--- config.mk ---
export PLATFORM = sky130hd
export DESIGN_NAME = sensor_trend_gradients
export DESIGN_NICKNAME = d
export VERILOG_FILES = /design/src/sv/stg_pkg.sv /design/src/sv/stg_cell.sv /design/src/sv/stg_div.sv /design/src/sv/sensor_trend_gradients.sv
export SDC_FILE = /design/constraint.sdc
export NUM_CORES = 2
export LEC_CHECK = 0
export CORE_MARGIN = 2
export CORE_UTILIZATION = 39
export DETAILED_ROUTE_END_ITERATION = 7
export DONT_BUFFER_PORTS = 1
export PLACE_DENSITY = 0.52
export SYNTH_ARGS = -nofsm -noshare
export SYNTH_HDL_FRONTEND = slang
export SYNTH_HIERARCHICAL = 1
export SYNTH_SLANG_ARGS = --single-unit
--- constraint.sdc ---
create_clock -name clk -period 130 [get_ports clk]
set_clock_uncertainty 0.2 [all_clocks]
set_input_delay 6.5 -clock clk [delete_from_list [all_inputs] [get_ports clk]]
set_output_delay 6.5 -clock clk [all_outputs]
set_load 0.01 [all_outputs]
--- src/sv/stg_pkg.sv ---
// Package: constants, types and helpers shared by the sensor trend block.
`default_nettype none
package stg_pkg;
	localparam int LagShortDef  = 3;
	localparam int LagMediumDef = 6;
	localparam int LagLongDef   = 18;
	localparam int DivW         = 32;
	localparam logic [16:0] DaylightMinReset = 17'd1000;
	localparam logic [0:0]  RegDaylightMinLux = 1'b0;

	// One stored sample: readings and valid bits.
	typedef struct packed {
		logic        pv;
		logic        hv;
		logic        tv;
		logic        lv;
		logic [16:0] p;
		logic [13:0] h;
		logic signed [14:0] t;
		logic [16:0] l;
	} sample_t;

	typedef enum logic [2:0] {
		ST_IDLE,
		ST_SHIFT,
		ST_DIV,
		ST_NEXT,
		ST_OUT
	} state_t;

	// Saturate a wide signed value to w bits, returned in 24 bits.
	function automatic logic signed [23:0] sat24(input logic signed [39:0] v, input int w);
		logic signed [39:0] hi;
		logic signed [39:0] lo;
		hi = (40'sd1 <<< (w - 1)) - 40'sd1;
		lo = -hi - 40'sd1;
		if (v > hi) return hi[23:0];
		if (v < lo) return lo[23:0];
		return v[23:0];
	endfunction
endpackage
`default_nettype wire

--- src/sv/stg_cell.sv ---
// One history cell: holds a sample and hands it to the next cell on a shift.
`default_nettype none
module stg_cell (
	input  wire logic                clk,
	input  wire logic                shift,
	input  wire stg_pkg::sample_t    din,
	output stg_pkg::sample_t         dout
);
	stg_pkg::sample_t data_q;

	// Advance the sample on a shift.
	always_ff @(posedge clk) begin
		if (shift) begin
			data_q <= din;
		end
	end

	assign dout = data_q;
endmodule
`default_nettype wire

--- src/sv/stg_div.sv ---
// Restoring divider, one quotient bit a cycle, signed dividend, truncated.
`default_nettype none
module stg_div (
	input  wire logic                    clk,
	input  wire logic                    arst_n,
	input  wire logic                    start,
	input  wire logic signed [39:0]      dividend,
	input  wire logic [stg_pkg::DivW-1:0] divisor,
	output logic                         done,
	output logic signed [39:0]           quotient
);
	logic [39:0] rem_q;
	logic [39:0] quo_q;
	logic [39:0] div_q;
	logic        neg_q;
	logic [5:0]  cnt_q;
	logic        busy_q;
	logic [40:0] trial;

	assign trial = {rem_q[39:0], quo_q[39]} - {1'b0, div_q};

	// Step one bit per cycle.
	always_ff @(posedge clk or negedge arst_n) begin
		if (!arst_n) begin
			busy_q <= 1'b0;
			cnt_q  <= '0;
			done   <= 1'b0;
		end else begin
			done <= 1'b0;
			if (start) begin
				busy_q <= 1'b1;
				cnt_q  <= 6'd40;
			end else if (busy_q) begin
				cnt_q <= cnt_q - 6'd1;
				if (cnt_q == 6'd1) begin
					busy_q <= 1'b0;
					done   <= 1'b1;
				end
			end
		end
	end

	// Hold the working registers.
	always_ff @(posedge clk) begin
		if (start) begin
			neg_q <= dividend[39];
			quo_q <= dividend[39] ? 40'(-dividend) : dividend;
			rem_q <= '0;
			div_q <= 40'(divisor);
		end else if (busy_q) begin
			if (!trial[40]) begin
				rem_q <= trial[39:0];
				quo_q <= {quo_q[38:0], 1'b1};
			end else begin
				rem_q <= {rem_q[38:0], quo_q[39]};
				quo_q <= {quo_q[38:0], 1'b0};
			end
		end
	end

	assign quotient = neg_q ? -$signed(quo_q) : $signed(quo_q);
endmodule
`default_nettype wire

--- src/sv/sensor_trend_gradients.sv ---
// Top level: sample history chain, trend arithmetic and stream/APB ports.
// Each sample is shifted into the history, then its quotients run one after
// another through one shared bit-serial divider at one bit a cycle; at most
// eight quotients are due (when the sample count equals LAG_MEDIUM and a drop
// percentage is computed). The result sits in an output register, and a new
// sample is taken once the previous result has been accepted from that register.
`default_nettype none
module sensor_trend_gradients #(
	parameter int LAG_SHORT  = stg_pkg::LagShortDef,
	parameter int LAG_MEDIUM = stg_pkg::LagMediumDef,
	parameter int LAG_LONG   = stg_pkg::LagLongDef
) (
	input  wire logic         clk,
	input  wire logic         arst_n,
	input  wire logic         psel,
	input  wire logic         penable,
	input  wire logic         pwrite,
	input  wire logic [0:0]   paddr,
	input  wire logic [31:0]  pwdata,
	output logic [31:0]       prdata,
	output logic              pready,
	input  wire logic         s_tvalid,
	output logic              s_tready,
	// pressure[16:0], humidity[30:17], temperature[45:31], light[62:46],
	// pressure_ok[63], humidity_ok[64], temperature_ok[65], light_ok[66]
	input  wire logic [71:0]  s_tdata,
	output logic              m_tvalid,
	input  wire logic         m_tready,
	// status[0], light_delta_short[18:1], light_drop_percent[32:19],
	// pressure_delta_medium[53:33], humidity_delta_medium[70:54],
	// temperature_delta_medium[88:71], light_delta_medium[109:89],
	// pressure_delta_long[129:110], humidity_delta_long[146:130],
	// temperature_delta_long[163:147], history_complete[164]
	output logic [167:0]      m_tdata
);
	localparam int LagSm = (LAG_SHORT > LAG_MEDIUM) ? LAG_SHORT : LAG_MEDIUM;
	localparam int Depth = ((LAG_LONG > LagSm) ? LAG_LONG : LagSm) + 1;
	localparam int CntW  = $clog2(Depth + 1);

	logic [16:0] daylight_q;
	stg_pkg::sample_t cur_q;
	stg_pkg::sample_t oldest_q;
	stg_pkg::sample_t chain [Depth];
	stg_pkg::sample_t cell_out [Depth];
	logic [CntW-1:0] count_q;
	logic shift;
	stg_pkg::state_t state_q, state_d;

	logic signed [23:0] res_q [9];
	logic status_q, hc_q;
	logic [3:0] job_q;
	logic div_start, div_done;
	logic signed [39:0] div_num;
	logic [stg_pkg::DivW-1:0] div_den;
	logic signed [39:0] div_quo;
	logic job_en;

	// Configuration register.
	assign pready = 1'b1;
	always_ff @(posedge clk or negedge arst_n) begin
		if (!arst_n) begin
			daylight_q <= stg_pkg::DaylightMinReset;
		end else if (psel && penable && pwrite && paddr == stg_pkg::RegDaylightMinLux) begin
			daylight_q <= pwdata[16:0];
		end
	end
	assign prdata = (paddr == stg_pkg::RegDaylightMinLux) ? {15'd0, daylight_q} : 32'd0;

	// History cell chain: cell 0 holds the current sample.
	genvar g;
	generate
		for (g = 0; g < Depth; g++) begin : g_cell
			if (g == 0) begin : g_first
				assign chain[g] = cur_q;
			end else begin : g_rest
				assign chain[g] = cell_out[g-1];
			end
			stg_cell u_cell (.clk(clk), .shift(shift),
				.din(chain[g]), .dout(cell_out[g]));
		end
	endgenerate

	assign s_tready = (state_q == stg_pkg::ST_IDLE) && !m_tvalid;
	assign shift = (state_q == stg_pkg::ST_SHIFT);

	// Capture the request and count samples.
	always_ff @(posedge clk or negedge arst_n) begin
		if (!arst_n) begin
			count_q <= '0;
		end else if (shift && count_q != CntW'(Depth)) begin
			count_q <= count_q + 1'b1;
		end
	end
	always_ff @(posedge clk) begin
		if (s_tvalid && s_tready) begin
			cur_q <= '{pv: s_tdata[63], hv: s_tdata[64], tv: s_tdata[65], lv: s_tdata[66],
				p: s_tdata[16:0], h: s_tdata[30:17], t: s_tdata[45:31], l: s_tdata[62:46]};
			if (count_q == '0) begin
				oldest_q <= '{pv: s_tdata[63], hv: s_tdata[64], tv: s_tdata[65],
					lv: s_tdata[66], p: s_tdata[16:0], h: s_tdata[30:17],
					t: s_tdata[45:31], l: s_tdata[62:46]};
			end
		end
	end

	// After the shift, cell k holds the sample k ago.
	stg_pkg::sample_t c, ss, sm, sl, o;
	logic cur_ok, med_dir, long_dir, med_sc, long_sc, short_ok, drop_ok;
	logic signed [18:0] dp_m, dh_m, dt_m, dl_m, dp_l, dh_l, dt_l, dl_s;
	logic [17:0] drop;
	assign c  = cell_out[0];
	assign ss = cell_out[LAG_SHORT];
	assign sm = cell_out[LAG_MEDIUM];
	assign sl = cell_out[LAG_LONG];
	assign o  = oldest_q;
	assign cur_ok = c.pv && c.hv && c.tv && c.lv;
	assign short_ok = count_q > CntW'(LAG_SHORT) && ss.lv;
	assign dl_s = $signed({2'b0, c.l}) - $signed({2'b0, ss.l});
	assign drop = {1'b0, ss.l} - {1'b0, c.l};
	assign drop_ok = short_ok && ss.l >= daylight_q && ss.l != 17'd0 && ss.l > c.l;
	assign med_dir = count_q > CntW'(LAG_MEDIUM);
	assign long_dir = count_q > CntW'(LAG_LONG);
	assign med_sc = !med_dir && count_q > CntW'(1) && o.pv && o.hv && o.tv;
	assign long_sc = !long_dir && count_q >= CntW'(LAG_MEDIUM) && count_q > CntW'(1)
		&& o.pv && o.hv && o.tv;
	logic signed [18:0] op, oh, ot, ol;
	assign op = $signed({2'b0, c.p}) - $signed({2'b0, o.p});
	assign oh = $signed({5'b0, c.h}) - $signed({5'b0, o.h});
	assign ot = 19'($signed(c.t)) - 19'($signed(o.t));
	assign ol = $signed({2'b0, c.l}) - $signed({2'b0, o.l});

	// Next state.
	always_comb begin
		state_d = state_q;
		case (state_q)
			stg_pkg::ST_IDLE:  if (s_tvalid && s_tready) state_d = stg_pkg::ST_SHIFT;
			stg_pkg::ST_SHIFT: state_d = stg_pkg::ST_NEXT;
			stg_pkg::ST_NEXT:  state_d = (job_q == 4'd9) ? stg_pkg::ST_OUT :
				(job_en ? stg_pkg::ST_DIV : stg_pkg::ST_NEXT);
			stg_pkg::ST_DIV:   if (div_done) state_d = stg_pkg::ST_NEXT;
			stg_pkg::ST_OUT:   state_d = stg_pkg::ST_IDLE;
			default:           state_d = stg_pkg::ST_IDLE;
		endcase
	end

	// Select the quotient job: 0 drop, 1-4 medium, 5-7 long.
	always_comb begin
		job_en  = 1'b0;
		div_num = '0;
		div_den = stg_pkg::DivW'(count_q) - 1'b1;
		case (job_q)
			4'd0: begin
				job_en  = cur_ok && drop_ok;
				div_num = 40'(drop) * 40'sd10000;
				div_den = stg_pkg::DivW'(ss.l);
			end
			4'd1: begin job_en = cur_ok && med_sc; div_num = 40'(op) * 40'(LAG_MEDIUM); end
			4'd2: begin job_en = cur_ok && med_sc; div_num = 40'(oh) * 40'(LAG_MEDIUM); end
			4'd3: begin job_en = cur_ok && med_sc; div_num = 40'(ot) * 40'(LAG_MEDIUM); end
			4'd4: begin
				job_en  = cur_ok && med_sc && o.lv;
				div_num = 40'(ol) * 40'(LAG_MEDIUM);
			end
			4'd5: begin job_en = cur_ok && long_sc; div_num = 40'(op) * 40'(LAG_LONG); end
			4'd6: begin job_en = cur_ok && long_sc; div_num = 40'(oh) * 40'(LAG_LONG); end
			4'd7: begin job_en = cur_ok && long_sc; div_num = 40'(ot) * 40'(LAG_LONG); end
			default: job_en = 1'b0;
		endcase
	end
	assign div_start = (state_q == stg_pkg::ST_NEXT) && job_en && job_q != 4'd9;

	stg_div u_div (.clk(clk), .arst_n(arst_n), .start(div_start), .dividend(div_num),
		.divisor(div_den), .done(div_done), .quotient(div_quo));

	logic direct_ok_m, direct_ok_l;
	assign direct_ok_m = med_dir && sm.pv && sm.hv && sm.tv && sm.lv;
	assign direct_ok_l = long_dir && sl.pv && sl.hv && sl.tv;
	assign dp_m = $signed({2'b0, c.p}) - $signed({2'b0, sm.p});
	assign dh_m = $signed({5'b0, c.h}) - $signed({5'b0, sm.h});
	assign dt_m = 19'($signed(c.t)) - 19'($signed(sm.t));
	assign dl_m = $signed({2'b0, c.l}) - $signed({2'b0, sm.l});
	assign dp_l = $signed({2'b0, c.p}) - $signed({2'b0, sl.p});
	assign dh_l = $signed({5'b0, c.h}) - $signed({5'b0, sl.h});
	assign dt_l = 19'($signed(c.t)) - 19'($signed(sl.t));

	// Sequencer and result registers.
	always_ff @(posedge clk or negedge arst_n) begin
		if (!arst_n) begin
			state_q  <= stg_pkg::ST_IDLE;
			job_q    <= '0;
			m_tvalid <= 1'b0;
		end else begin
			state_q <= state_d;
			if (state_q == stg_pkg::ST_SHIFT) job_q <= '0;
			else if (state_q == stg_pkg::ST_NEXT && !job_en && job_q != 4'd9)
				job_q <= job_q + 4'd1;
			else if (state_q == stg_pkg::ST_DIV && div_done) job_q <= job_q + 4'd1;
			if (state_q == stg_pkg::ST_OUT) m_tvalid <= 1'b1;
			else if (m_tready) m_tvalid <= 1'b0;
		end
	end

	always_ff @(posedge clk) begin
		if (state_q == stg_pkg::ST_SHIFT) begin
			for (int k = 0; k < 9; k++) res_q[k] <= '0;
			status_q <= 1'b0;
			hc_q <= 1'b0;
		end else if (state_q == stg_pkg::ST_NEXT && job_q == 4'd8) begin
			status_q <= !cur_ok;
			if (cur_ok) begin
				if (short_ok) res_q[0] <= stg_pkg::sat24(40'(dl_s), 18);
				if (direct_ok_m) begin
					res_q[2] <= stg_pkg::sat24(40'(dp_m), 21);
					res_q[3] <= stg_pkg::sat24(40'(dh_m), 17);
					res_q[4] <= stg_pkg::sat24(40'(dt_m), 18);
					res_q[5] <= stg_pkg::sat24(40'(dl_m), 21);
				end
				if (direct_ok_l) begin
					res_q[6] <= stg_pkg::sat24(40'(dp_l), 20);
					res_q[7] <= stg_pkg::sat24(40'(dh_l), 17);
					res_q[8] <= stg_pkg::sat24(40'(dt_l), 17);
					hc_q <= 1'b1;
				end
			end
		end else if (state_q == stg_pkg::ST_DIV && div_done) begin
			case (job_q)
				4'd0: res_q[1] <= div_quo[23:0];
				4'd1: res_q[2] <= stg_pkg::sat24(div_quo, 21);
				4'd2: res_q[3] <= stg_pkg::sat24(div_quo, 17);
				4'd3: res_q[4] <= stg_pkg::sat24(div_quo, 18);
				4'd4: res_q[5] <= stg_pkg::sat24(div_quo, 21);
				4'd5: res_q[6] <= stg_pkg::sat24(div_quo, 20);
				4'd6: res_q[7] <= stg_pkg::sat24(div_quo, 17);
				4'd7: res_q[8] <= stg_pkg::sat24(div_quo, 17);
				default: ;
			endcase
		end
	end

	assign m_tdata = {3'd0, hc_q, res_q[8][16:0], res_q[7][16:0], res_q[6][19:0],
		res_q[5][20:0], res_q[4][17:0], res_q[3][16:0], res_q[2][20:0],
		res_q[1][13:0], res_q[0][17:0], status_q};
endmodule
`default_nettype wire

Word level (Yosys, flattened, before mapping)
Memories as Yosys holds them, arrays and structs flattened.
Index checks and enable logic that the tools add are counted.
{ "word_totals": {"register_bits": 1330, "ramBits": 216, "in_bits": 112, "output_inout_bits": 203, "wordCells": 684, "mem_count": 1} }
{ "mem_list": {"columns": ["name", "depth", "word_bits", "read_ports", "rd_clocked_by_memory_dff", "wr", "line", "text"], "rows": [
  ["res_q", 9, 24, 9, 0, 9, "sensor_trend_gradients.sv:49", "logic signed [23:0] res_q [9];"]
]} }
{ "op_classes": {"n_addsub": 20, "n_mul": 8, "order_cmp": 31, "eq_ne": 18, "mux": 374, "n_bitwise": 17, "reduce_logical": 56} }
{ "ops": {"columns": ["operator", "count"], "rows": [
  ["24-bit 2-to-1 mux", 130],
  ["40-bit case mux with 8 select lines", 1],
  ["1-bit 2-to-1 mux", 226],
  ["40-bit 2-to-1 mux", 5],
  ["17-bit by 17-bit subtractor with 18-bit output", 7],
  ["40-bit negation", 2],
  ["15-bit by 15-bit subtractor with 16-bit output", 3],
  ["14-bit by 14-bit subtractor with 15-bit output", 3],
  ["18-bit by 21-bit greater-than comparator with 1-bit output, second input constant", 2],
  ["18-bit by 21-bit less-than comparator with 1-bit output, second input constant", 2],
  ["18-bit by 3-bit multiplier with 21-bit output, second input constant", 2],
  ["41-bit by 32-bit subtractor with 41-bit output", 1],
  ["40-bit by 17-bit greater-than comparator with 1-bit output, second input constant", 1],
  ["40-bit by 18-bit greater-than comparator with 1-bit output, second input constant", 1],
  ["40-bit by 20-bit greater-than comparator with 1-bit output, second input constant", 1],
  ["40-bit by 21-bit greater-than comparator with 1-bit output, second input constant", 1],
  ["40-bit by 17-bit less-than comparator with 1-bit output, second input constant", 1],
  ["40-bit by 18-bit less-than comparator with 1-bit output, second input constant", 1],
  ["40-bit by 20-bit less-than comparator with 1-bit output, second input constant", 1],
  ["40-bit by 21-bit less-than comparator with 1-bit output, second input constant", 1],
  ["1-bit logical AND", 39],
  ["15-bit by 17-bit greater-than comparator with 1-bit output, second input constant", 2],
  ["15-bit by 17-bit less-than comparator with 1-bit output, second input constant", 2],
  ["17-bit 2-to-1 mux", 2],
  ["other kinds (53)", 87]
]} }

Longest topological paths before layout
{ "depth": {"word_depth": 22, "mapped_depth": 39, "mapped_depth_nobuf": 39} }

By module
The synthesis kept the hierarchy.
{ "modules_own_cells": {"columns": ["mod", "instances", "cells_per_inst", "area_each_um2", "seq_area_each_um2"], "rows": [
  ["stg_cell", 19, 67, 2011.9, 2011.9],
  ["sensor_trend_gradients", 1, 3561, 32628.8, 9716.8],
  ["stg_div", 1, 936, 8380.5, 3193.1]
]} }

Worst setup path before layout
No wires, ideal clock.
{ "synth_timing": {"kind": "reg-to-reg", "startpoint": "register state_q[2]", "endpoint": "memory res_q[5][0] (netlist: res_q[0][120]) (enable)", "setup_ps": 428, "t_arrival_ps": 41057, "required_time_ps": 129372, "setup_slack_ps": 88315, "path_stages_with_launch": 8, "path_buffers": 2, "synth_period_minus_slack_ps": 41685, "path_cell_list": "dfrtp_1 clkbuf_1 nor2_1 nand2_1 inv_2 clkbuf_1 nor2_1 o21ai_0"} }
{ "synth_lines": {"columns": ["item", "line", "text"], "rows": [
  ["start, declared", "sensor_trend_gradients.sv:47", "stg_pkg::state_t state_q, state_d;"],
  ["start signal, assigned", "sensor_trend_gradients.sv:189", "state_q <= stg_pkg::ST_IDLE;"],
  ["start signal, assigned", "sensor_trend_gradients.sv:193", "state_q <= state_d;"],
  ["end, declared", "sensor_trend_gradients.sv:49", null]
]} }

Worst setup path after layout
{ "layout_timing": {"startpoint": "input paddr", "endpoint": "output prdata[3]"} }
{ "layout_via": {"elab_chain_len": 1} }
{ "layout_rtl": {"columns": ["item", "line", "text"], "rows": [
  ["start, declared", "sensor_trend_gradients.sv:18", "input wire logic [0:0] paddr,"],
  ["17-bit 2-to-1 mux", "sensor_trend_gradients.sv:67", "assign prdata = (paddr == stg_pkg::RegDaylightMinLux) ? {15'd0, daylight_q} : 32'd0;"],
  ["end, declared", "sensor_trend_gradients.sv:20", "output logic [31:0] prdata,"]
]} }
Every way passes these cells.

==> parameters.txt <==
Parameter                              Value

Synth
  Synth Area per Inst    13.1 µm²
  Yosys warns    6
  Post-synthesis instance area    72700 µm²
  Synth Instances    5554

Worst setup path
  Launch point of the critical path    paddr
  Worst reg2reg path depth    38
  Slowest stage cell, crit path    sky130_fd_sc_hd__nor2_1
  Endpoint arrival time on the critical path    6710 ps
  Endpoint type of the worst setup path    output pin
  Longest individual stage delay on the worst path    210 ps
  Sort of element at the start of the critical path    primary input
  Worst Path Class, Setup    in -> out
  Largest delay share family, worst path    simple AND/OR/NAND/NOR gates
  CP cell instances    nor2_1
  Critical path depth in cells    1
  Worst r2r src    g_cell[0].u_cell/dout[1]
  Worst-path maximum fanout    18
  WP data required    123300 ps
  Count of buffering cells on the critical path with inverters included    0

Routing
  Detailed-router iteration count before antenna repair    6
  Routed via count    43.9k
  Number of nets with antenna violations after routing    0
  Average via count per standard cell    5.31
  Number of DRC violations after detailed-routing iteration 0    3807
  Total detailed-routing wirelength    188000 µm
  Detailed-route wire length per cell    22.7 µm
  Remaining DRCs    0

Timing
  Worst rel slew slack    0.198
  Setup repair after global routing missed its margin    no
  Minimum period implied by the final worst setup slack    13410 ps
  Max Clk Rate    74.6 MHz
  Period utilization    0.103
  Number of pins with negative max-slew slack in the final report    0
  Endpoints failing hold    0
  Setup TNS Final    0 ps
  Worst-Margin Slew    1200 ps
  # setup viols final    0

Floorplanning
  Starting density of the core    0.392
  Die outline width    436 µm
  Die Outline Area    190000 µm²
  I/O pin total    315
  Standard cell core area    185000 µm²
  Core Rows    158
  Vert. Die Dim    436 µm

Global routing
  Met2 usage in global routing    0.311
  Global-route usage over all layers    0.194
  Wire length of the first global-routing pass    276000 µm
  Routing usage on met1    0.267
  Maximum number of pins on one net before global-route repair    178
  Number of antenna violations at the first check in global routing    22
  Most used routing layer    met2
  Number of global-route vias before repair    42.6k
  Global Route met3 Usage    0.0369
  Total congestion overflow    0

Clock tree
  Maximum level of the CTS H-tree    4
  Post CTS Setup Buffer Count    0
  Buffer depth of the longest clock path    3
  CTS tree    built
  Number of hold buffers added after cts    0
  Root cell of the clock tree    sky130_fd_sc_hd__clkbuf_16
  Number of instances resized during post-cts repair    0
  Clock insertion delay at the later pin of the skew report    800 ps
  Total number of clock tree sinks    1507
  Register clock-pin slew on the reported worst setup and hold paths    60 ps
  Total clock buffers created by CTS    163

Hold path
  Worst hold path depth    0
  Hold Crit Start    chain[1266]
  Hold/Removal Path Class    reg -> reg

Layout
  Relative area change from synthesis to final layout    11.7%
  Ratio of cells with drive above 1 in the final layout    0.0713
  Fill count    17.1k
  Area occupied by multi-input gates    25800 µm²
  Final design utilization    0.438
  FF+latch area    44700 µm²
  Final-stage net count    6375

Placed design
  Port buffer count    0
  Placer congestion estimate    0.913
  Sum of net half-perimeters after detailed placement    138000 µm

Status
  Run status    finished, final reports clean

Pwr
  Total power divided by cell area    27.6 nW/µm²
  Leakage power    30.7 nW
  Worst voltage drop across the vdd grid    0.0615 mV

Flow run
  Maximum capacitance violations    0
[where the power goes]
part,leakage [nW],switching (mW),internal (mW)
Sequential,13.7,0.0398,0.631
Combinational,14.5,0.684,0.431
Clock,2.58,0.192,0.266
Total,30.7,0.916,1.33
[cells in the final DEF, fill, tap and decap left out, types with 35 or more instances in the layout]
master,instances
sky130_fd_sc_hd__o21a_1,48
sky130_fd_sc_hd__nand2_1,256
sky130_fd_sc_hd__inv_1,479
sky130_fd_sc_hd__clkbuf_16,167
sky130_fd_sc_hd__and2_1,42
sky130_fd_sc_hd__nor2b_1,41
sky130_fd_sc_hd__fa_1,58
sky130_fd_sc_hd__o211ai_1,42
sky130_fd_sc_hd__a21oi_1,374
sky130_fd_sc_hd__and3_1,36
sky130_fd_sc_hd__nand3_1,71
sky130_fd_sc_hd__nand2b_1,54
sky130_fd_sc_hd__clkinv_1,37
sky130_fd_sc_hd__nor2_1,315
sky130_fd_sc_hd__edfxtp_1,1427
sky130_fd_sc_hd__or3_1,41
sky130_fd_sc_hd__a31oi_1,38
sky130_fd_sc_hd__mux2i_1,35
sky130_fd_sc_hd__buf_4,67
sky130_fd_sc_hd__o22ai_1,48
sky130_fd_sc_hd__xor2_1,151
sky130_fd_sc_hd__nor3_1,68
sky130_fd_sc_hd__o31ai_1,42
sky130_fd_sc_hd__o21ai_0,224
sky130_fd_sc_hd__a21o_1,138
sky130_fd_sc_hd__xnor2_1,223
sky130_fd_sc_hd__o21bai_1,46
sky130_fd_sc_hd__a211oi_1,70
sky130_fd_sc_hd__ha_1,556
sky130_fd_sc_hd__dfxtp_1,42
[flip-flops by register name, indices dropped and copies added (netlist names), 3 cells and up]
signal,flops
res_q,163
u_div/quo_q,40
u_div/div_q,32
g_cell.u_cell/dout,1057
u_div/rem_q,40
chain,67
daylight_q,17
count_q,5
o,67
u_div/cnt_q,6
job_q,4
state_q,3
[cell type report]
cell class              instances  share of cell area
flip-flops and latches       1507               0.550
multi-input cells            3428               0.317
clock buffers                 198              0.0531
well taps                    2480              0.0382
inverters                     481              0.0223
clock inverters               100              0.0127
repair buffers                 68             0.00644
diodes                         14            0.000431
[path summary, 6_finish.rpt]
| kind | to | slack [ps] |
|---|---|---|
| min reg2reg | g_cell[0].u_cell/dout[60] | 200 |
| max in group asynchronous | daylight_q[9] | 124180 |
| min | g_cell[0].u_cell/dout[60] | 200 |
| min in group asynchronous | daylight_q[2] | 5210 |
| max reg2reg | u_div/quo_q[37] | 118930 |
| max | prdata[3] | 116590 |
[per-layer routing]
| layer | up-vias | part of all wire |
|---|---|---|
| met3 | 248 | 0.052 |
| met4 | 18 | 0.029 |
| li1 | 20900 | - |
| met1 | 21800 | 0.45 |
| met5 | - | 0.00057 |
| met2 | 1036 | 0.46 |
[through the flow]
step / area [µm²] / std cells / setup slack (ps) / hold WS [ps] / total power [mW]
global route: 81200 / 8272 / 116570 / 211 / 2.42
CTS: 81200 / 8262 / 116590 / 203 / 2.27
finish: 81200 / 8276 / 116590 / 203 / 2.24
global placement: 75900 / 7964 / 116600 / 200 / 1.79
floorplan: 72800 / 5573 / 94950 / 200 / 1.58
detailed placement: 75900 / 7964 / 116590 / 205 / 1.80
No activity file was read; power rests on OpenSTA's default activity.
